$ cat config.mk
export PLATFORM = sky130hd
export DESIGN_NAME = tre_fifo
export DESIGN_NICKNAME = d
export VERILOG_FILES = /design/src/hw/rtl/tre_pkg.sv /design/src/hw/rtl/tre_fifo.sv
export SDC_FILE = /design/constraint.sdc
export NUM_CORES = 1
export LEC_CHECK = 0
export BUFFER_PORTS_ARGS = -buffer_cell sky130_fd_sc_hd__buf_4
export CORE_MARGIN = 2
export CORE_UTILIZATION = 36
export DETAILED_ROUTE_END_ITERATION = 10
export GPL_TIMING_DRIVEN = 0
export PLACE_DENSITY = 0.61
export SLEW_MARGIN = 20
export SYNTH_ARGS = -nofsm -noshare
export SYNTH_HDL_FRONTEND = slang
export SYNTH_SLANG_ARGS = --single-unit
$ cat constraint.sdc
create_clock -name clk -period 5.27 [get_ports clk]
set_input_delay 0 -clock clk [delete_from_list [all_inputs] [get_ports clk]]
set_output_delay 0 -clock clk [all_outputs]
set_load 0.01 [all_outputs]
$ cat src/hw/rtl/tre_pkg.sv
// Shared types and constants for the tail rate estimator.
package tre_pkg;

	localparam int CNT_MAX_W = 17;
	localparam int FRAC_W    = 17;
	localparam int RATE_FRAC = 20;

	localparam logic [1:0] ST_OK   = 2'd0;
	localparam logic [1:0] ST_FEW  = 2'd1;
	localparam logic [1:0] ST_ZERO = 2'd2;
	localparam logic [1:0] ST_OVF  = 2'd3;

	typedef struct packed {
		logic [31:0] interval;
		logic        last;
	} item_t;

	typedef struct packed {
		logic [31:0] rate;
		logic [1:0]  status;
		logic [12:0] tail_count;
	} result_t;

	typedef struct packed {
		logic [CNT_MAX_W-1:0] n;
		logic                 ovf;
	} job_t;

	typedef enum logic [2:0] {
		B_IDLE,
		B_SETUP,
		B_CLAMP,
		B_SEL,
		B_SUM,
		B_DIV,
		B_OUT
	} back_state_t;

endpackage

$ cat src/hw/rtl/tre_fifo.sv
// Two-entry job queue between front and back.
module tre_fifo (
	input  logic          clk,
	input  logic          arst_n,
	input  logic          push,
	input  tre_pkg::job_t push_data,
	input  logic          pop,
	output logic          not_empty,
	output tre_pkg::job_t pop_data
);

	tre_pkg::job_t entry_q [2];
	logic          wr_q;
	logic          rd_q;
	logic [1:0]    fill_q;

	assign not_empty = (fill_q != 2'd0);
	assign pop_data  = entry_q[rd_q];

	always_ff @(posedge clk) begin
		if (push && fill_q != 2'd2) begin
			entry_q[wr_q] <= push_data;
		end
	end

	always_ff @(posedge clk or negedge arst_n) begin
		if (!arst_n) begin
			wr_q   <= 1'b0;
			rd_q   <= 1'b0;
			fill_q <= 2'd0;
		end else begin
			if (push && fill_q != 2'd2) begin
				wr_q <= ~wr_q;
			end
			if (pop && not_empty) begin
				rd_q <= ~rd_q;
			end
			fill_q <= fill_q + 2'((push && fill_q != 2'd2) ? 1 : 0)
				- 2'((pop && not_empty) ? 1 : 0);
		end
	end

endmodule

==> flow_summary.json <==
{
  "run_status": "complete, no violations",
  "swShare": 0.272,
  "yosys.area.top_type": "edfxtp_1",
  "drc": 0,
  "sequentialPowerShare": 0.411,
  "antenna_found_initial": 0,
  "cp-start-kind": "flop",
  "slew_headroom": 0.714,
  "place.gp.congestion": 0.642,
  "start_util": 0.382,
  "pwr-share-clk": 0.207,
  "synth-seq-cells": 40,
  "yosys_warnings": 0,
  "nFillCells": 341,
  "drv_cap": 0,
  "placed_area_um2": 1950,
  "gr-usage-met1": 0.118,
  "p_leak_nw": 0.899,
  "synth_top_area_frac": 0.698,
  "hp-class": "input pin to flop",
  "htree_levels": 2,
  "pre_cts_ws_ps": 3560,
  "clock_sinks": 40,
  "dp_hpwl_mm": 1.78,
  "grt_usage": 0.113,
  "die_h_um": 69.6,
  "drive_gt1_frac": 0.510,
  "dr.pass1.iters": 2,
  "die_area_um2": 4840,
  "criticalPathCategory": "flop to flop",
  "n_antenna_cell": 0,
  "grt_overflow": 0,
  "min_path_cells": 3,
  "p_int_uw": 821,
  "grt_use_met3": 0.0392,
  "busiest_layer": "met2",
  "cts_tree": "yes",
  "coreArea_um2": 4060,
  "rsz0062_at_grt": "no",
  "arrival_ps": 1920,
  "critPathMaxFanout": 3,
  "fin_area_um2": 2240,
  "whs_ps": 12.5,
  "finalSetupViolations": 0,
  "cp-end-kind": "flop",
  "seq_area_frac_synth": 0.763,
  "clock_latency_ps": 280,
  "port_buffers": 40,
  "fin_worst_skew_ps": 2.80,
  "reg2reg_depth": 7,
  "die_x_um": 69.6,
  "cts-root-buf": "clkbuf_8",
  "syn_avg_cell_area_um2": 20.9,
  "row_count": 23,
  "final_nets": 166,
  "min_period_over_period": 0.325,
  "post-route-min-period_ps": 1710,
  "ir_worst_vdd_uv": 266,
  "comb_power_share": 0.382,
  "slew_viol_final": 0,
  "grt_pass1_vias": 895,
  "area_delta_synth_final_pct": 44.8,
  "drt-total-wl_mm": 2.57,
  "max_freq_ghz": 0.583,
  "grt_max_degree": 13,
  "avgViaCountPerCell": 4.42,
  "synth_nets": 98,
  "clockBufferDepth": 2,
  "drtIter0Drc": 19,
  "tns_ps": 0,
  "setup_slack_ps": 3560,
  "synthTopCellsByArea": "edfxtp_1, mux2_4, mux2_2",
  "ant_nets": 0,
  "clkSlewWorstSetupHoldPaths_ps": 70,
  "synth.distinct_cells": 14,
  "cts_buffers": 5,
  "tightest_slew_ps": 429,
  "ioPinCount": 41,
  "avgRoutedWirePerCell_um": 13.3,
  "power_switching_uw": 306,
  "num_vias": 853,
  "final_hold_viol_count": 0,
  "power_density_nw_per_um2": 502,
  "grt_util_met2": 0.201,
  "syn_inst": 74,
  "synth.cell_area_um2": 1550,
  "grt_first_pass_wirelength_mm": 4.09,
  "critPathRequiredTime_ps": 5470
}
==> placed cells by master, fill, tap and decap left out <==
| cell | instances |
|---|---|
| buf_4 | 40 |
| edfxtp_1 | 36 |
| dlygate4sd3_1 | 19 |
| mux2_4 | 9 |
| mux2_2 | 9 |
| clkbuf_8 | 5 |
| dfrtp_1 | 4 |
| inv_1 | 3 |
| buf_8 | 3 |
| xnor2_1 | 3 |
| nor2_2 | 2 |
| ha_1 | 2 |
| clkinv_1 | 2 |
| or2_4 | 1 |
| and2_4 | 1 |
| buf_6 | 1 |
| o21ai_2 | 1 |
| xor2_1 | 1 |
| bufinv_16 | 1 |
==> critical path: stages (launching register included) <==
cell and delay, ps:
dfrtp_1 400, or2_4 260, and2_4 160, ha_1 260, inv_1 40, ha_1 190
xnor2_1 170, xnor2_1 150
==> stage by stage <==
| step | power (mW) | std cells | utilization |
|---|---|---|---|
| 2_1_floorplan | 0.724 | 74 | - |
| 3_3_place_gp | 0.866 | 164 | 0.471 |
| 3_5_place_dp | 0.899 | 166 | 0.480 |
| 4_1_cts | 1.14 | 193 | 0.553 |
| 5_1_grt | 1.19 | 193 | 0.553 |
| 6_report | 1.13 | 193 | 0.553 |
==> power groups by stage <==
| stage | Combinational (mW) | Sequential, mW | Clock (mW) |
|---|---|---|---|
| floorplan | 0.258 | 0.465 | 0 |
| global placement | 0.397 | 0.469 | 0 |
| detailed placement | 0.428 | 0.471 | 0 |
| CTS | 0.441 | 0.465 | 0.240 |
| global route | 0.465 | 0.470 | 0.254 |
| finish | 0.430 | 0.463 | 0.233 |
==> final timing paths <==
check	startpoint	endpoint	slack [ps]
max	fill_q[1]$_DFF_PN0_	fill_q[1]$_DFF_PN0_	3560
min	pop	rd_q$_DFFE_PN0P_	10
max reg2reg	fill_q[1]$_DFF_PN0_	fill_q[1]$_DFF_PN0_	3560
min reg2reg	wr_q$_DFFE_PN0N_	wr_q$_DFFE_PN0N_	530
max in group asynchronous	arst_n	rd_q$_DFFE_PN0P_	5140
min in group asynchronous	arst_n	fill_q[1]$_DFF_PN0_	30
==> what timing repair did <==
action | in CTS | in global routing
hold buffers | 19 | 0
hold endpoints to repair | 40 | 0
gates resized for setup | 0 | 0
setup buffers | 0 | 0
==> cells by family after synthesis <==
logic type / count (synthesis) / share of synthesized area
flip-flops: 40 / 0.763
multiplexers: 18 / 0.153
buffers and inverters: 5 / 0.0242
XOR/XNOR: 4 / 0.0226
AND/OR/NAND/NOR: 4 / 0.0162
adder cells (fa/ha/maj): 2 / 0.0162
AO/OA/AOI/OAI: 1 / 0.00566
==> synthesized netlist by cell type <==
cell,instances
nor2_1,2
mux2_2,9
xor2_1,1
and2_4,1
edfxtp_1,36
ha_1,2
buf_8,1
or2_4,1
inv_1,3
o21ai_2,1
dfrtp_1,4
buf_6,1
xnor2_1,3
mux2_4,9
==> routing by layer <==
| metal | routed length [um] | vias up |
|---|---|---|
| met2 | 1420 | 17 |
| li1 | - | 411 |
| met3 | 104 | 4 |
| met4 | 43 | 0 |
| met5 | 0 | - |
| met1 | 995 | 421 |
==> flip-flops by register name (all words and copies together), names as in the netlist <==
signal and flops:
fill_q 2, entry_q 36, wr_q 1, rd_q 1
==> cell type report <==
| cell class | count | area (um^2) | area share |
|---|---|---|---|
| Clock inverter | 3 | 37.5 | 0.0167 |
| Sequential cell | 40 | 1180 | 0.526 |
| Inverter | 3 | 11.3 | 0.00502 |
| Timing Repair Buffer | 61 | 520 | 0.232 |
| Tap cell | 50 | 62.6 | 0.0279 |
| Buffer | 2 | 26.3 | 0.0117 |
| Clock buffer | 5 | 68.8 | 0.0307 |
| Multi-Input combinational cell | 29 | 335 | 0.149 |
No activity file was read; power rests on OpenSTA's default activity.
