--- config.mk ---
export PLATFORM = sky130hd
export DESIGN_NAME = tre_back
export DESIGN_NICKNAME = d
export VERILOG_FILES = /design/src/hw/rtl/tre_pkg.sv /design/src/hw/rtl/tre_back.sv
export SDC_FILE = /design/constraint.sdc
export NUM_CORES = 1
export LEC_CHECK = 0
export BUFFER_PORTS_ARGS = -buffer_cell sky130_fd_sc_hd__buf_4
export CELL_PAD_IN_SITES_DETAIL_PLACEMENT = 1
export CELL_PAD_IN_SITES_GLOBAL_PLACEMENT = 2
export CORE_MARGIN = 5
export CORE_UTILIZATION = 44
export DETAILED_ROUTE_END_ITERATION = 6
export PLACE_DENSITY_LB_ADDON = 0.2
export REMOVE_ABC_BUFFERS = 1
export SLEW_MARGIN = 20
export SYNTH_ARGS = -nofsm -noshare
export SYNTH_HDL_FRONTEND = slang
export SYNTH_SLANG_ARGS = --single-unit
--- constraint.sdc ---
create_clock -name clk -period 25.2 [get_ports clk]
set_input_delay 5.04 -clock clk [delete_from_list [all_inputs] [get_ports clk]]
set_output_delay 5.04 -clock clk [all_outputs]
set_load 0.01 [all_outputs]
--- src/hw/rtl/tre_pkg.sv ---
// Shared types and constants for the tail rate estimator.
package tre_pkg;

	localparam int CNT_MAX_W = 17;
	localparam int FRAC_W    = 17;
	localparam int RATE_FRAC = 20;

	localparam logic [1:0] ST_OK   = 2'd0;
	localparam logic [1:0] ST_FEW  = 2'd1;
	localparam logic [1:0] ST_ZERO = 2'd2;
	localparam logic [1:0] ST_OVF  = 2'd3;

	typedef struct packed {
		logic [31:0] interval;
		logic        last;
	} item_t;

	typedef struct packed {
		logic [31:0] rate;
		logic [1:0]  status;
		logic [12:0] tail_count;
	} result_t;

	typedef struct packed {
		logic [CNT_MAX_W-1:0] n;
		logic                 ovf;
	} job_t;

	typedef enum logic [2:0] {
		B_IDLE,
		B_SETUP,
		B_CLAMP,
		B_SEL,
		B_SUM,
		B_DIV,
		B_OUT
	} back_state_t;

endpackage

--- src/hw/rtl/tre_back.sv ---
// Back end: radix selection of the threshold, tail sum, and rate division.
module tre_back #(
	parameter int MAX_SAMPLES = 4096,
	parameter int TIME_BITS   = 32
) (
	input  logic                           clk,
	input  logic                           arst_n,
	input  logic [tre_pkg::FRAC_W-1:0]     keep_frac,
	input  logic                           job_valid,
	input  tre_pkg::job_t                  job,
	output logic                           pop,
	output logic                           active,
	output logic [$clog2(MAX_SAMPLES)-1:0] raddr,
	input  logic [TIME_BITS-1:0]           rdata,
	output logic                           done,
	output tre_pkg::result_t               result
);

	localparam int AW  = $clog2(MAX_SAMPLES);
	localparam int CW  = $clog2(MAX_SAMPLES + 1);
	localparam int W   = TIME_BITS;
	localparam int BW  = (W > 1) ? $clog2(W) : 1;
	localparam int SW  = W + CW;
	localparam int DW  = CW + tre_pkg::RATE_FRAC;
	localparam int DCW = $clog2(DW + 1);
	localparam int PW  = CW + tre_pkg::FRAC_W;

	tre_pkg::back_state_t state_q, state_d;

	logic [CW-1:0]    n_q;
	logic             ovf_q;
	logic [CW-1:0]    k_q;
	logic [CW-1:0]    c_q;
	logic [CW-1:0]    cnt_q;
	logic [CW-1:0]    addr_q;
	logic             vld_s1;
	logic [BW-1:0]    bit_q;
	logic [W-1:0]     prefix_q;
	logic [W-1:0]     thr_q;
	logic [SW-1:0]    sum_q;
	logic [SW:0]      rem_q;
	logic [DW-1:0]    dd_q;
	logic [DW-1:0]    quo_q;
	logic [DCW-1:0]   dcnt_q;
	tre_pkg::result_t res_q;

	logic [PW-1:0]    prod;
	logic [CW-1:0]    start_c;
	logic             issue;
	logic             pass_end;
	logic             match;
	logic [W-1:0]     hi_mask;
	logic [W-1:0]     prefix_nx;
	logic [SW:0]      rem2;

	always_comb begin
		prod = PW'(n_q) * PW'(tre_pkg::FRAC_W'(65536) - keep_frac);
		start_c = keep_frac[tre_pkg::FRAC_W-1] ? '0 : prod[CW+15:16];
		issue    = (addr_q < n_q);
		pass_end = !issue && !vld_s1;
		raddr    = addr_q[AW-1:0];
		hi_mask  = ~((W'(1) << bit_q) | ((W'(1) << bit_q) - W'(1)));
		match    = (((rdata ^ prefix_q) & hi_mask) == '0) && !rdata[bit_q];
		prefix_nx = prefix_q;
		if (k_q >= c_q) begin
			prefix_nx[bit_q] = 1'b1;
		end
		rem2 = {rem_q[SW-1:0], dd_q[DW-1]};
	end

	always_comb begin
		state_d = state_q;
		pop     = 1'b0;
		unique case (state_q)
			tre_pkg::B_IDLE: begin
				if (job_valid) begin
					pop     = 1'b1;
					state_d = tre_pkg::B_SETUP;
				end
			end
			tre_pkg::B_SETUP: state_d = (n_q < CW'(2)) ? tre_pkg::B_OUT : tre_pkg::B_CLAMP;
			tre_pkg::B_CLAMP: state_d = (k_q == '0 || n_q - CW'(2) == '0)
				? tre_pkg::B_SUM : tre_pkg::B_SEL;
			tre_pkg::B_SEL: begin
				if (pass_end && bit_q == '0) begin
					state_d = tre_pkg::B_SUM;
				end
			end
			tre_pkg::B_SUM: begin
				if (pass_end) begin
					state_d = (sum_q == '0) ? tre_pkg::B_OUT : tre_pkg::B_DIV;
				end
			end
			tre_pkg::B_DIV: begin
				if (dcnt_q == '0) begin
					state_d = tre_pkg::B_OUT;
				end
			end
			tre_pkg::B_OUT: state_d = tre_pkg::B_IDLE;
			default: state_d = tre_pkg::B_IDLE;
		endcase
	end

	always_ff @(posedge clk or negedge arst_n) begin
		if (!arst_n) begin
			state_q <= tre_pkg::B_IDLE;
			vld_s1  <= 1'b0;
		end else begin
			state_q <= state_d;
			vld_s1  <= (state_q == tre_pkg::B_SEL || state_q == tre_pkg::B_SUM) && issue;
		end
	end

	always_ff @(posedge clk) begin
		unique case (state_q)
			tre_pkg::B_IDLE: begin
				n_q   <= CW'(job.n);
				ovf_q <= job.ovf;
			end
			tre_pkg::B_SETUP: begin
				k_q            <= start_c;
				res_q.rate     <= '0;
				res_q.status   <= tre_pkg::ST_FEW;
				res_q.tail_count <= '0;
			end
			tre_pkg::B_CLAMP: begin
				// rank never passes n-2; rank 0 means threshold 0
				if (k_q > n_q - CW'(2)) begin
					k_q   <= n_q - CW'(2);
					cnt_q <= CW'(2);
				end else begin
					cnt_q <= n_q - k_q;
				end
				thr_q    <= '0;
				prefix_q <= '0;
				bit_q    <= BW'(W - 1);
				c_q      <= '0;
				addr_q   <= '0;
				sum_q    <= '0;
			end
			tre_pkg::B_SEL: begin
				if (issue) begin
					addr_q <= addr_q + CW'(1);
				end
				if (vld_s1 && match) begin
					c_q <= c_q + CW'(1);
				end
				if (pass_end) begin
					// fix this bit and move to the next lower one
					prefix_q <= prefix_nx;
					if (k_q >= c_q) begin
						k_q <= k_q - c_q;
					end
					c_q    <= '0;
					addr_q <= '0;
					if (bit_q == '0) begin
						thr_q <= prefix_nx;
					end else begin
						bit_q <= bit_q - BW'(1);
					end
				end
			end
			tre_pkg::B_SUM: begin
				if (issue) begin
					addr_q <= addr_q + CW'(1);
				end
				if (vld_s1 && rdata > thr_q) begin
					sum_q <= sum_q + SW'(rdata - thr_q);
				end
				if (pass_end) begin
					res_q.rate       <= '0;
					res_q.status     <= tre_pkg::ST_ZERO;
					res_q.tail_count <= 13'(cnt_q);
					rem_q  <= '0;
					quo_q  <= '0;
					dd_q   <= {cnt_q, {tre_pkg::RATE_FRAC{1'b0}}};
					dcnt_q <= DCW'(DW);
				end
			end
			tre_pkg::B_DIV: begin
				if (dcnt_q != '0) begin
					dd_q   <= {dd_q[DW-2:0], 1'b0};
					dcnt_q <= dcnt_q - DCW'(1);
					if (rem2 >= (SW+1)'(sum_q)) begin
						rem_q <= rem2 - (SW+1)'(sum_q);
						quo_q <= {quo_q[DW-2:0], 1'b1};
					end else begin
						rem_q <= rem2;
						quo_q <= {quo_q[DW-2:0], 1'b0};
					end
				end else begin
					res_q.rate   <= (quo_q > DW'(32'hFFFF_FFFF)) ? 32'hFFFF_FFFF : 32'(quo_q);
					res_q.status <= ovf_q ? tre_pkg::ST_OVF : tre_pkg::ST_OK;
				end
			end
			tre_pkg::B_OUT: begin
			end
			default: begin
			end
		endcase
	end

	assign active = (state_q != tre_pkg::B_IDLE);
	assign done   = (state_q == tre_pkg::B_OUT);
	assign result = res_q;

	a_done_then_idle: assert property (@(posedge clk) disable iff (!arst_n)
		done |=> (state_q == tre_pkg::B_IDLE))
		else $error("back did not return to idle after a result");
	a_few_zero: assert property (@(posedge clk) disable iff (!arst_n)
		(done && result.status == tre_pkg::ST_FEW) |-> (result.rate == '0 && result.tail_count == '0))
		else $error("short batch result carries a rate or count");
	a_rank_in_range: assert property (@(posedge clk) disable iff (!arst_n)
		(state_q == tre_pkg::B_SEL) |-> (k_q < n_q))
		else $error("selection rank out of range");
	a_div_nonzero: assert property (@(posedge clk) disable iff (!arst_n)
		(state_q == tre_pkg::B_DIV) |-> (sum_q != '0))
		else $error("division by a zero tail sum");

endmodule

==> reports/summary.txt <==
Netlist Area Pre-Place = 31200 µm²
Cell variety after synth = 90
critical path arrival = 13.36 ns
Reg-to-Reg End = k_q[11]
fin crit share = 51.8%
Final Max Tran Viols = 0
Reg2Reg Depth = 21
top cells by count, synth = inv_1, nor2_1, edfxtp_1
placed insts = 4314
DR iter-0 viols = 1303
Seq. cell area = 9830 µm²
R2R Setup Slk = 17.42 ns
Largest stage delay, worst path = 0.54 ns
CP most frequent cell = inv_1
Total Neg Setup Slack = 0 ns
Post-synth EDFFs = 324
FILL cells = 7944
CTS tree = yes
# port buffers = 127
largest net degree at the start of global routing = 90
initial antenna violation count = 2
Post-Layout Cell Count = 4397
hold path cells = 2
ys flop type = edfxtp_1
dpl hpwl = 73600 µm
row cnt = 97
Reg2Reg Launch Point = n_q[9]
proportion of layout cells with a drive suffix above 1 = 8.42%
relative slew slack = 27.6%
CP startpoint kind = input pin
# setup viols final = 0
first-pass GRT wire length = 152000 µm
Routed wire per std cell = 21.7 µm
nets = 3954
via count = 24900
top-count cell post-synth = inv_1
Leak Pwr = 14.6 nW
status = finished clean
H-tree depth reported by CTS = 2
sequential-to-total area share from yosys stat = 31.5%
total wire length = 95300 µm
# Post-CTS Setup Buffers = 0
Routed Antenna Nets = 0
final total power = 2.02 mW
register bit total from synthesis = 328
CP max-delay cell = fa_1
Synth-to-Final Area Change = 10.9%
synth warn = 0
Yosys top cell area share = 31.2%
Clk Tree Root Cell = clkbuf_16
vias per cell = 5.66
crit end category = flip-flop
hold wc startpoint = dd_q[29]
GPL Wtd Cong = 0.866
FMAX = 76.6 MHz
hold path endpoint = dd_q[30]
gr ovfl total = 0
Chip Height = 276 µm
Post-CTS Hold Fix Bufs = 0
Post-Synthesis Cells = 3362
die span in x = 276 µm
Final Hold Viols = 0
Die ar. = 76400 µm²
clk slew on worst S/H paths = 0.06 ns
area of the multi-input gates = 19400 µm²
Mapped Avg Cell Area = 9.29 µm²
cell taking the most area after synthesis = edfxtp_1
gr usage total = 24.4%
Core Region = 70300 µm²
first drt pass iteration count = 4
Async S/R FF share, synth = 1.22%
CTS Buf Count = 43
Req. time, crit path = 25.50 ns
Starting Density = 44.4%
top cells by area, synth = edfxtp_1, fa_1, ha_1
Worst Hold Class = reg2reg
Longest Clk Path Bufs = 3
Post-route DRC = 0
Resized Gates After CTS = 0
clock period minus worst slack = 13.05 ns
Skew-Pair Late Insertion Delay = 0.60 ns
Top-Level Pins = 132
Max-cap violations = 0
clock sink total = 328
worst slew pin tran = 1.09 ns
clk_skew = 0.0244 ns
worst setup path class = in2reg
crit-path max FO = 13
vias in the first global route = 27400
RSZ-0062 raised after global routing = false
cell area power density = 58.2 nW/µm²
VDD IR-drop max = 49.5 µV
where the power goes:
group          total [mW]     switching, mW  internal (mW)
sequential          0.591  0.00000000000157          0.591
clock               0.656             0.266          0.391
combinational       0.769             0.441          0.328
total                2.02             0.707           1.31
metal layers:
| layer | wire length [µm] | global-route usage, % | part of all wire [%] | up-vias |
|---|---|---|---|---|
| li1 | - | - | - | 11600 |
| met1 | 40700 | 30.6 | 43 | 12700 |
| met2 | 48700 | 45.0 | 51 | 456 |
| met3 | 3000 | 2.02 | 3.2 | 140 |
| met4 | 2950 | 7.31 | 3.1 | 0 |
| met5 | 0 | 0 | 0 | - |
state kept, by name (all words and copies together) (netlist names), 3 cells and up:
signal    flops
addr_q       13
bit_q         5
c_q          13
cnt_q        13
dcnt_q        6
dd_q         13
k_q          13
n_q          13
prefix_q     32
quo_q        33
rem_q        45
result       47
state_q       3
sum_q        45
thr_q        32
critical path, delay by kind of cell:
kind,cells,cell delay [ns]
xor+xnor,1,0.24
simple gates,6,1.61
compound gates,7,2.23
buf+inv,8,0.79
fa+ha+maj,7,3.44
cell usage in the layout, fill, tap and decap left out, types with 110 or more instances in the layout:
master      n
a21oi_1   215
edfxtp_1  324
o21ai_0   110
xnor2_1   141
fa_1      209
nand2_1   284
ha_1      254
nor2_1    354
buf_4     166
inv_1     390
and2_1    138
cell type report:
| cell class | count | share of cell area (%) |
|---|---|---|
| clock buffers | 52 | 3.20 |
| repair buffers | 168 | 3.72 |
| inverters | 390 | 4.23 |
| diodes | 2 | 0.0144 |
| flip-flops and latches | 328 | 28.4 |
| clock inverters | 27 | 1.11 |
| multi-input cells | 2490 | 56.0 |
| well taps | 940 | 3.39 |
stage by stage:
step	hold slack, ns	area [µm²]	util [%]	setup slack (ns)
global route	0.527	34600	49.3	11.79
global placement	0.489	33100	47.1	11.64
floorplan	0.484	30600	-	13.14
finish	0.498	34600	49.3	12.15
CTS	0.498	34600	49.2	12.09
detailed placement	0.501	33100	47.1	11.46
cell families (layout without fill, tap and decap cells):
group / count (synthesis) / after routing / share of synthesized area [%]
other: 0 / 2 / 0
AO/OA/AOI/OAI: 622 / 622 / 12.7
XOR/XNOR: 221 / 221 / 6.20
adder cells (fa/ha/maj): 463 / 463 / 23.6
AND/OR/NAND/NOR: 1137 / 1137 / 17.4
buffers and inverters: 544 / 637 / 6.80
multiplexers: 47 / 47 / 1.91
flip-flops: 328 / 328 / 31.5
worst max path at each step:
stage	start	slack, ns	to
2_1_floorplan	keep_frac[0]	13.14	k_q[11]
3_3_place_gp	keep_frac[0]	11.64	k_q[11]
3_5_place_dp	keep_frac[0]	11.46	k_q[11]
4_1_cts	keep_frac[0]	12.09	k_q[11]
5_1_grt	keep_frac[0]	11.79	k_q[11]
6_report	keep_frac[0]	12.15	k_q[11]
No activity file was read; power rests on OpenSTA's default activity.
