`src/hw/rtl/tre_pkg.sv`:
```
// Shared types and constants for the tail rate estimator.
package tre_pkg;

	localparam int CNT_MAX_W = 17;
	localparam int FRAC_W    = 17;
	localparam int RATE_FRAC = 20;

	localparam logic [1:0] ST_OK   = 2'd0;
	localparam logic [1:0] ST_FEW  = 2'd1;
	localparam logic [1:0] ST_ZERO = 2'd2;
	localparam logic [1:0] ST_OVF  = 2'd3;

	typedef struct packed {
		logic [31:0] interval;
		logic        last;
	} item_t;

	typedef struct packed {
		logic [31:0] rate;
		logic [1:0]  status;
		logic [12:0] tail_count;
	} result_t;

	typedef struct packed {
		logic [CNT_MAX_W-1:0] n;
		logic                 ovf;
	} job_t;

	typedef enum logic [2:0] {
		B_IDLE,
		B_SETUP,
		B_CLAMP,
		B_SEL,
		B_SUM,
		B_DIV,
		B_OUT
	} back_state_t;

endpackage

```
`src/hw/rtl/tre_front.sv`:
```
// Front end: accepts intervals, stores nonzero ones, posts a job on the last one.
module tre_front #(
	parameter int MAX_SAMPLES = 4096,
	parameter int TIME_BITS   = 32
) (
	input  logic                           clk,
	input  logic                           arst_n,
	input  logic                           accept,
	input  tre_pkg::item_t                 item,
	output logic                           we,
	output logic [$clog2(MAX_SAMPLES)-1:0] waddr,
	output logic [TIME_BITS-1:0]           wdata,
	output logic                           push,
	output tre_pkg::job_t                  job
);

	localparam int AW = $clog2(MAX_SAMPLES);
	localparam int CW = $clog2(MAX_SAMPLES + 1);
	localparam int KB = (TIME_BITS < 32) ? TIME_BITS : 32;

	logic [CW-1:0] cnt_q;
	logic          ovf_q;
	logic [CW-1:0] cnt_nx;
	logic          ovf_nx;
	logic          nz;
	logic          room;

	always_comb begin
		wdata  = TIME_BITS'(item.interval[KB-1:0]);
		nz     = (wdata != '0);
		room   = (cnt_q < CW'(MAX_SAMPLES));
		we     = accept && nz && room;
		waddr  = cnt_q[AW-1:0];
		cnt_nx = we ? cnt_q + CW'(1) : cnt_q;
		ovf_nx = ovf_q | (accept && nz && !room);
		push   = accept && item.last;
		job.n   = tre_pkg::CNT_MAX_W'(cnt_nx);
		job.ovf = ovf_nx;
	end

	always_ff @(posedge clk or negedge arst_n) begin
		if (!arst_n) begin
			cnt_q <= '0;
			ovf_q <= 1'b0;
		end else if (accept) begin
			// close the batch on last
			if (item.last) begin
				cnt_q <= '0;
				ovf_q <= 1'b0;
			end else begin
				cnt_q <= cnt_nx;
				ovf_q <= ovf_nx;
			end
		end
	end

endmodule

```
`config.mk`:
```
export PLATFORM = sky130hd
export DESIGN_NAME = tre_front
export DESIGN_NICKNAME = d
export VERILOG_FILES = /design/src/hw/rtl/tre_pkg.sv /design/src/hw/rtl/tre_front.sv
export SDC_FILE = /design/constraint.sdc
export NUM_CORES = 1
export LEC_CHECK = 0
export ABC_AREA = 1
export BUFFER_PORTS_ARGS = -buffer_cell sky130_fd_sc_hd__buf_2
export CORE_MARGIN = 3
export CORE_UTILIZATION = 35
export DETAILED_ROUTE_END_ITERATION = 7
export PLACE_DENSITY = 0.67
export SETUP_SLACK_MARGIN = 0.4
export SYNTH_ARGS = -nofsm -noshare
export SYNTH_HDL_FRONTEND = slang
export SYNTH_SLANG_ARGS = --single-unit
```
`constraint.sdc`:
```
create_clock -name clk -period 1.9 [get_ports clk]
set_input_delay 0.19 -clock clk [delete_from_list [all_inputs] [get_ports clk]]
set_output_delay 0.19 -clock clk [all_outputs]
set_load 0.05 [all_outputs]
```
==> results of run 1 <==
[cell usage after synthesis]
cell      count
dfrtp_1      14
nand4_1      13
and2_1        6
nand3b_1      2
buf_6         1
ha_1          1
nor2_2        1
nand2_2       5
nand3_2       3
nand3_1      10
a21oi_1       1
inv_1        33
nor2_1       23
nor2_4        3
conb_1        1
buf_2         2
clkbuf_1      1
buf_1         1
o21ai_0       4
buf_4        52
xor2_1        2
nand2_1      82
and3_1        1
[power by group through the flow]
stage / Clock, uW / Combinational [uW] / Sequential, uW
global placement: 0 / 451 / 328
global route: 262 / 578 / 327
detailed placement: 0 / 453 / 329
finish: 246 / 545 / 326
CTS: 254 / 522 / 324
floorplan: 0 / 402 / 326
[how the worst max path moves through the flow]
stage / from / to / slack (ps) / cells past startpoint
3_3_place_gp: cnt_q[0]$_DFFE_PN0P_ / job[9] / 140 / 9
5_1_grt: cnt_q[0]$_DFFE_PN0P_ / cnt_q[9]$_DFFE_PN0P_ / -120 / 12
3_5_place_dp: cnt_q[0]$_DFFE_PN0P_ / job[9] / 110 / 9
2_1_floorplan: cnt_q[0]$_DFFE_PN0P_ / job[9] / 300 / 8
4_1_cts: cnt_q[1]$_DFFE_PN0P_ / job[10] / 90 / 8
6_report: cnt_q[0]$_DFFE_PN0P_ / job[10] / -40 / 8
[state kept, by name, indices dropped and copies added (netlist names)]
| register | count |
|---|---|
| ovf_q | 1 |
| cnt_q | 13 |
[routing by layer]
layer  part of all wire [%]  GRT usage, %  up-vias
li1                       -             -      900
met1                     39          20.2      839
met2                     51          28.6      111
met3                    8.3          3.11        8
met4                    1.2          2.57        0
met5                      0             0        -
[cell type report]
cell class	instances	area, um2
timing repair buffer	128	872
fill	424	2100
sequential	14	355
inverter	33	126
clock buffer	3	41.3
multi-input combinational	161	886
tap	52	65.1
[per-stage QoR]
step                power (uW)  TNS, ps
floorplan                  728        0
global placement           779        0
detailed placement         782        0
CTS                       1100        0
global route              1170     -247
finish                    1120    -72.3
[cell families (layout without fill, tap and decap cells)]
family | count (synthesis) | count (layout) | synth area share (%)
simple gates | 149 | 149 | 41.9
flops | 14 | 14 | 21.4
other cells | 1 | 4 | 0.229
buf+inv | 90 | 164 | 33.2
xor+xnor | 2 | 2 | 1.07
compound gates | 5 | 5 | 1.53
fa+ha+maj | 1 | 1 | 0.764
[tightest hold or removal path, stage by stage]
cell     delay (ps)
buf_2           110
nand2_1          90
o21ai_0          90
nor2_1           50
[cells in the final DEF, fill, tap and decap left out, types with 2 or more instances in the layout]
| cell | Yosys | routed |
|---|---|---|
| buf_2 | 2 | 80 |
| nand2_1 | 82 | 74 |
| inv_1 | 33 | 32 |
| buf_4 | 52 | 28 |
| nor2_1 | 23 | 17 |
| nand4_1 | 13 | 13 |
| buf_8 | 0 | 11 |
| nand2_2 | 5 | 10 |
| dfrtp_1 | 14 | 10 |
| buf_6 | 1 | 7 |
| nand3_2 | 3 | 6 |
| nor2_4 | 3 | 6 |
| nand3_1 | 10 | 5 |
| nor2_2 | 1 | 4 |
| conb_1 | 1 | 4 |
| dfrtp_2 | 0 | 4 |
| nand2_4 | 0 | 3 |
| and2_4 | 0 | 3 |
| clkbuf_8 | 0 | 3 |
| and2_1 | 6 | 2 |
| nand3_4 | 0 | 2 |
| nand3b_1 | 2 | 2 |
| xor2_1 | 2 | 2 |
| o21ai_0 | 4 | 2 |
[repair_timing]
| action | CTS | global route |
|---|---|---|
| resized for setup | 53 | 26 |
| endpoints found under the hold margin | 14 | 0 |
| cloned | 0 | 0 |
| pin swaps | 20 | 18 |
| setup endpoints to repair | 15 | 18 |
| hold buffers | 1 | 0 |
| buffers inserted | 16 | 8 |
==> metrics.txt, run 1 <==
number of H-tree levels 1; failing checks setup timing; Post-Layout Inst Area 2350 um2; Final Hold Fails 0; GRT overflow 0; Initial Util 36.9%; R2R cell count 12; GRT Total Usage between 15 and 20%; post-DR wirelength/cell 12.7 um; DIE WIDTH 74.4 um; Skew-Pair Late Insertion Delay 240 ps; Lkg Pwr 0.00137 uW; CP cell instances buf_6, nand3_4, nor2_4, nand3_2, nand2_1, nand4_1, and2_4, buf_8; vias post-DR 1858; dominant cell type by area after synthesis buf_4; crit path capture type output port; worst r2r dst cnt_q[9]$_DFFE_PN0P_; Std-Cell Rows 24; HP Start item[0]; Layout area overhead 43.2%; Net Sw Frac between 40% and 50%; fin crit period 1940 ps; # clock sinks 14; syn_area_per_cell 6.25 um2; Switching Power 497 uW; post-DP HPWL around 3200 um; Post-Route Utilization 52.8%; CTS tree built; Avg Vias per Cell 4.75; Worst path slowest cell dfrtp_1; Placement Cell Area 1850 um2; top cells by area, synth buf_4 24%, dfrtp_1 21%, nand2_1 19%, inv_1 7.6%, nor2_1 5.3%; Die ar. between 5000 and 6000 um2; TritonCTS buffer count 3; Buf/Inv on CP 2; Synth Warn # 0; CP arrival 1750 ps; number of I/O pins 100; ant diodes 0; critical path type register to output port; Max Slew Vio Count 0; Worst Path Max Fanout 4; Final Cycle Share 102%; maximum capacitance violations 0; unrepaired setup endpoints after global routing yes; global-route wire length before repair 7040 um; Synth top area share between 20% and 30%; final hold slack 318 ps; number of global-route vias before repair 1505; mapped cell area 1640 um2; Placed Cells 363; final std cells w/o fill 391; Post-Synthesis Cells 262; Iteration-0 DRC Markers 102; clock skew roughly 0.66 ps; Crit Reg-Reg Startpoint cnt_q[0]$_DFFE_PN0P_; required time worst endpoint 1710 ps; TritonRoute pass-1 iters 4; CTS clock-pin slew for the worst setup and hold paths 60 ps; clock network fraction of total power about 22%; Int Pwr between 600 and 700 uW; Final #Nets between 300 and 400; sequential fraction of the synthesis area 21.4%; family with the most delay on the worst path simple AND/OR/NAND/NOR gates; Seq cells post-synth 14; VDD IR max 0.364 mV; Seq pwr share 29.1%; internal reg-to-reg setup slack -30 ps; Logic pwr share approximately half; clock tree buffer depth 2; initial antenna violation count 0; Die Height 74.4 um; fmax 0.516 GHz; status complete, but fails checks; PwrDens 476 nW/um2; # port buffers 95; Hold Path Stages 4; hold endpoint ovf_q$_DFFE_PN0P_; CP startpoint kind register; Antenna Nets Post-Route 0; CORE AREA 4440 um2; Yosys cell types 23; gpl congestion 0.849; largest net degree at the start of global routing 21; endpoints failing setup 2; CP peak stage delay roughly 400 ps; Root Buffer clkbuf_8; final wirelength 4960 um; dpl ws 112 ps; DRC 0; layout cell share with drive strength beyond 1 50.7%; setup slack after layout -39.3 ps; HP Class input port to register
Note: power is estimated with default switching activity, not from simulation.
==> run 2, diff against run 1 <==
--- a/config.mk
+++ b/config.mk
@@ -6,9 +6,10 @@
 export NUM_CORES = 1
 export LEC_CHECK = 0
 export ABC_AREA = 1
-export BUFFER_PORTS_ARGS = -buffer_cell sky130_fd_sc_hd__buf_2
+export BUFFER_PORTS_ARGS = -buffer_cell sky130_fd_sc_hd__buf_4
 export CORE_MARGIN = 3
 export CORE_UTILIZATION = 35
+export CTS_BUF_LIST = sky130_fd_sc_hd__clkbuf_4
 export DETAILED_ROUTE_END_ITERATION = 7
 export PLACE_DENSITY = 0.67
 export SETUP_SLACK_MARGIN = 0.4
==> metrics.txt, run 2 (synthesis results as in run 1) <==
# clock sinks 14 (unchanged); largest registers cnt_q x13, ovf_q x1 (unchanged); ant diodes 0 (unchanged); critical path type register to output port (unchanged); crit path capture type output port (unchanged); Lkg Pwr 0.00136 uW (was 0.00137 uW); Worst Path Max Fanout 4 (unchanged); Die Height 74.4 um (unchanged); unrepaired setup endpoints after global routing yes (unchanged); # port buffers 95 (unchanged); clock skew 9.07 ps (was 0.659 ps); Layout area overhead 46.2% (was 43.2%); max reg flops 13 (unchanged); Iteration-0 DRC Markers 87 (was 102); DRC 0 (unchanged); DIE WIDTH 74.4 um (unchanged); commonest non-fill, non-tap cell in the layout buf_4 (was buf_2); Final Hold Fails 0 (unchanged); number of global-route vias before repair 1567 (was 1505); most frequent cells in the layout 106 x buf_4, 75 x nand2_1, 32 x inv_1 (was 80 x buf_2, 74 x nand2_1, 32 x inv_1); status finished, final reports clean (was complete, but fails checks); VDD IR max 0.270 mV (was 0.364 mV); gpl congestion 0.787 (was 0.849); vias post-DR 1726 (was 1858); Max Slew Vio Count 0 (unchanged); filler cell count 439 (was 424); post-DP HPWL 3420 um (was 3240 um); CTS clock-pin slew for the worst setup and hold paths 90 ps (was 60 ps); Skew-Pair Late Insertion Delay 280 ps (was 240 ps); CTS tree built (unchanged); Std-Cell Rows 24 (unchanged); final wirelength 4670 um (was 4960 um); Initial Util 36.9% (unchanged); Root Buffer clkbuf_4 (was clkbuf_8); Die ar. 5540 um2 (unchanged); PwrDens 443 nW/um2 (was 476 nW/um2); CP startpoint kind register (unchanged); Top reg by flops cnt_q (unchanged); CP arrival 1680 ps (was 1750 ps); Final TNS setup 0 ps (was -72.3 ps); global-route wire length before repair 7040 um (about the same); post-DR wirelength/cell 12.2 um (was 12.7 um); Avg Vias per Cell 4.51 (was 4.75); fmax 0.536 GHz (was 0.516 GHz); initial antenna violation count 0 (unchanged); Final #Nets 370 (was 378); layout cell share with drive strength beyond 1 47.1% (was 50.7%); number of I/O pins 100 (unchanged); Final Cycle Share 98.3% (was 102%); number of H-tree levels 1 (unchanged); GRT Total Usage 15.9% (was 16.0%); endpoints failing setup 0 (was 2); fin crit period 1870 ps (was 1940 ps); total power 1060 uW (was 1120 uW); TritonCTS buffer count 3 (unchanged); CORE AREA 4440 um2 (unchanged); GRT overflow 0 (unchanged); Antenna Nets Post-Route 0 (unchanged); maximum capacitance violations 0 (unchanged); clock tree buffer depth 2 (unchanged); HP Class input port to register (unchanged); TritonRoute pass-1 iters 4 (unchanged); required time worst endpoint 1710 ps (about the same); largest net degree at the start of global routing 22 (was 21)
[run 2: cell types whose count changed in the layout (fill, tap and decap cells not counted), moves of 2 or more]
cell | previous run | this run
buf_4 | 28 | 106
nor2_1 | 17 | 20
buf_2 | 80 | 0
nand3_2 | 6 | 4
buf_8 | 11 | 7
nor2_2 | 4 | 2
clkbuf_4 | 1 | 3
nand3_1 | 5 | 8
clkbuf_8 | 3 | 0
[run 2: worst paths after layout]
kind	from	to	slack, ps	depth (start not counted)
worst max-delay path	cnt_q[1]$_DFFE_PN0P_	job[10]	30	8
worst min register to register	ovf_q$_DFFE_PN0P_	ovf_q$_DFFE_PN0P_	570	2
worst max register to register	cnt_q[1]$_DFFE_PN0P_	cnt_q[4]$_DFFE_PN0P_	100	13
min in group asynchronous	arst_n	cnt_q[6]$_DFFE_PN0P_	300	2
worst min-delay path	item[0]	ovf_q$_DFFE_PN0P_	230	4
max in group asynchronous	arst_n	cnt_q[4]$_DFFE_PN0P_	1400	2
[run 2: timing repair]
action | in CTS | in global routing
buffers inserted | 16 | 2
endpoints found under the hold margin | 14 | 0
gates cloned | 0 | 0
hold buffers | 1 | 0
gates resized for setup | 35 | 8
pin swaps | 16 | 9
setup endpoints to repair | 17 | 18
[run 2: power by group]
| group | switching [uW] | internal (uW) |
|---|---|---|
| logic | 365 | 199 |
| clock network | 98.5 | 73.6 |
| registers | 15.3 | 309 |
| total | 479 | 582 |
[run 2: final cells by class]
type,count,area (um2),share of cell area [%]
tap,52,65.1,2.72
inverter,33,124,5.17
multi-input combinational,161,851,35.5
clock buffer,3,22.5,0.940
timing repair buffer,120,978,40.9
sequential,14,354,14.8
[run 2: routing by layer]
layer | share of wire, % | global-route usage, % | vias to the layer above
met5 | 0 | 0 | -
met4 | 0.39 | 0.593 | 0
met3 | 7.8 | 2.84 | 2
met2 | 52 | 30.9 | 61
met1 | 40 | 18.9 | 780
li1 | - | - | 883
[run 2: per-stage QoR]
| step | cells | instance area (um2) | setup WS, ps | hold slack [ps] | util, % |
|---|---|---|---|---|---|
| floorplan | 265 | 1670 | 301 | -106 | - |
| global placement | 361 | 2070 | 163 | 53.1 | 46.7 |
| detailed placement | 361 | 2070 | 106 | 57.3 | 46.7 |
| CTS | 381 | 2340 | 71.3 | 225 | 52.6 |
| global route | 383 | 2390 | -80.4 | 243 | 53.9 |
| finish | 383 | 2390 | 33.1 | 231 | 53.9 |
[run 2: worst max-delay path: stages, from the launching register on]
cell and delay (ps):
dfrtp_1 410, buf_4 160, nand3_4 120, nor2_4 130, nand3_1 70, nand2_1 70
nand4_1 110, and2_4 180, buf_6 140
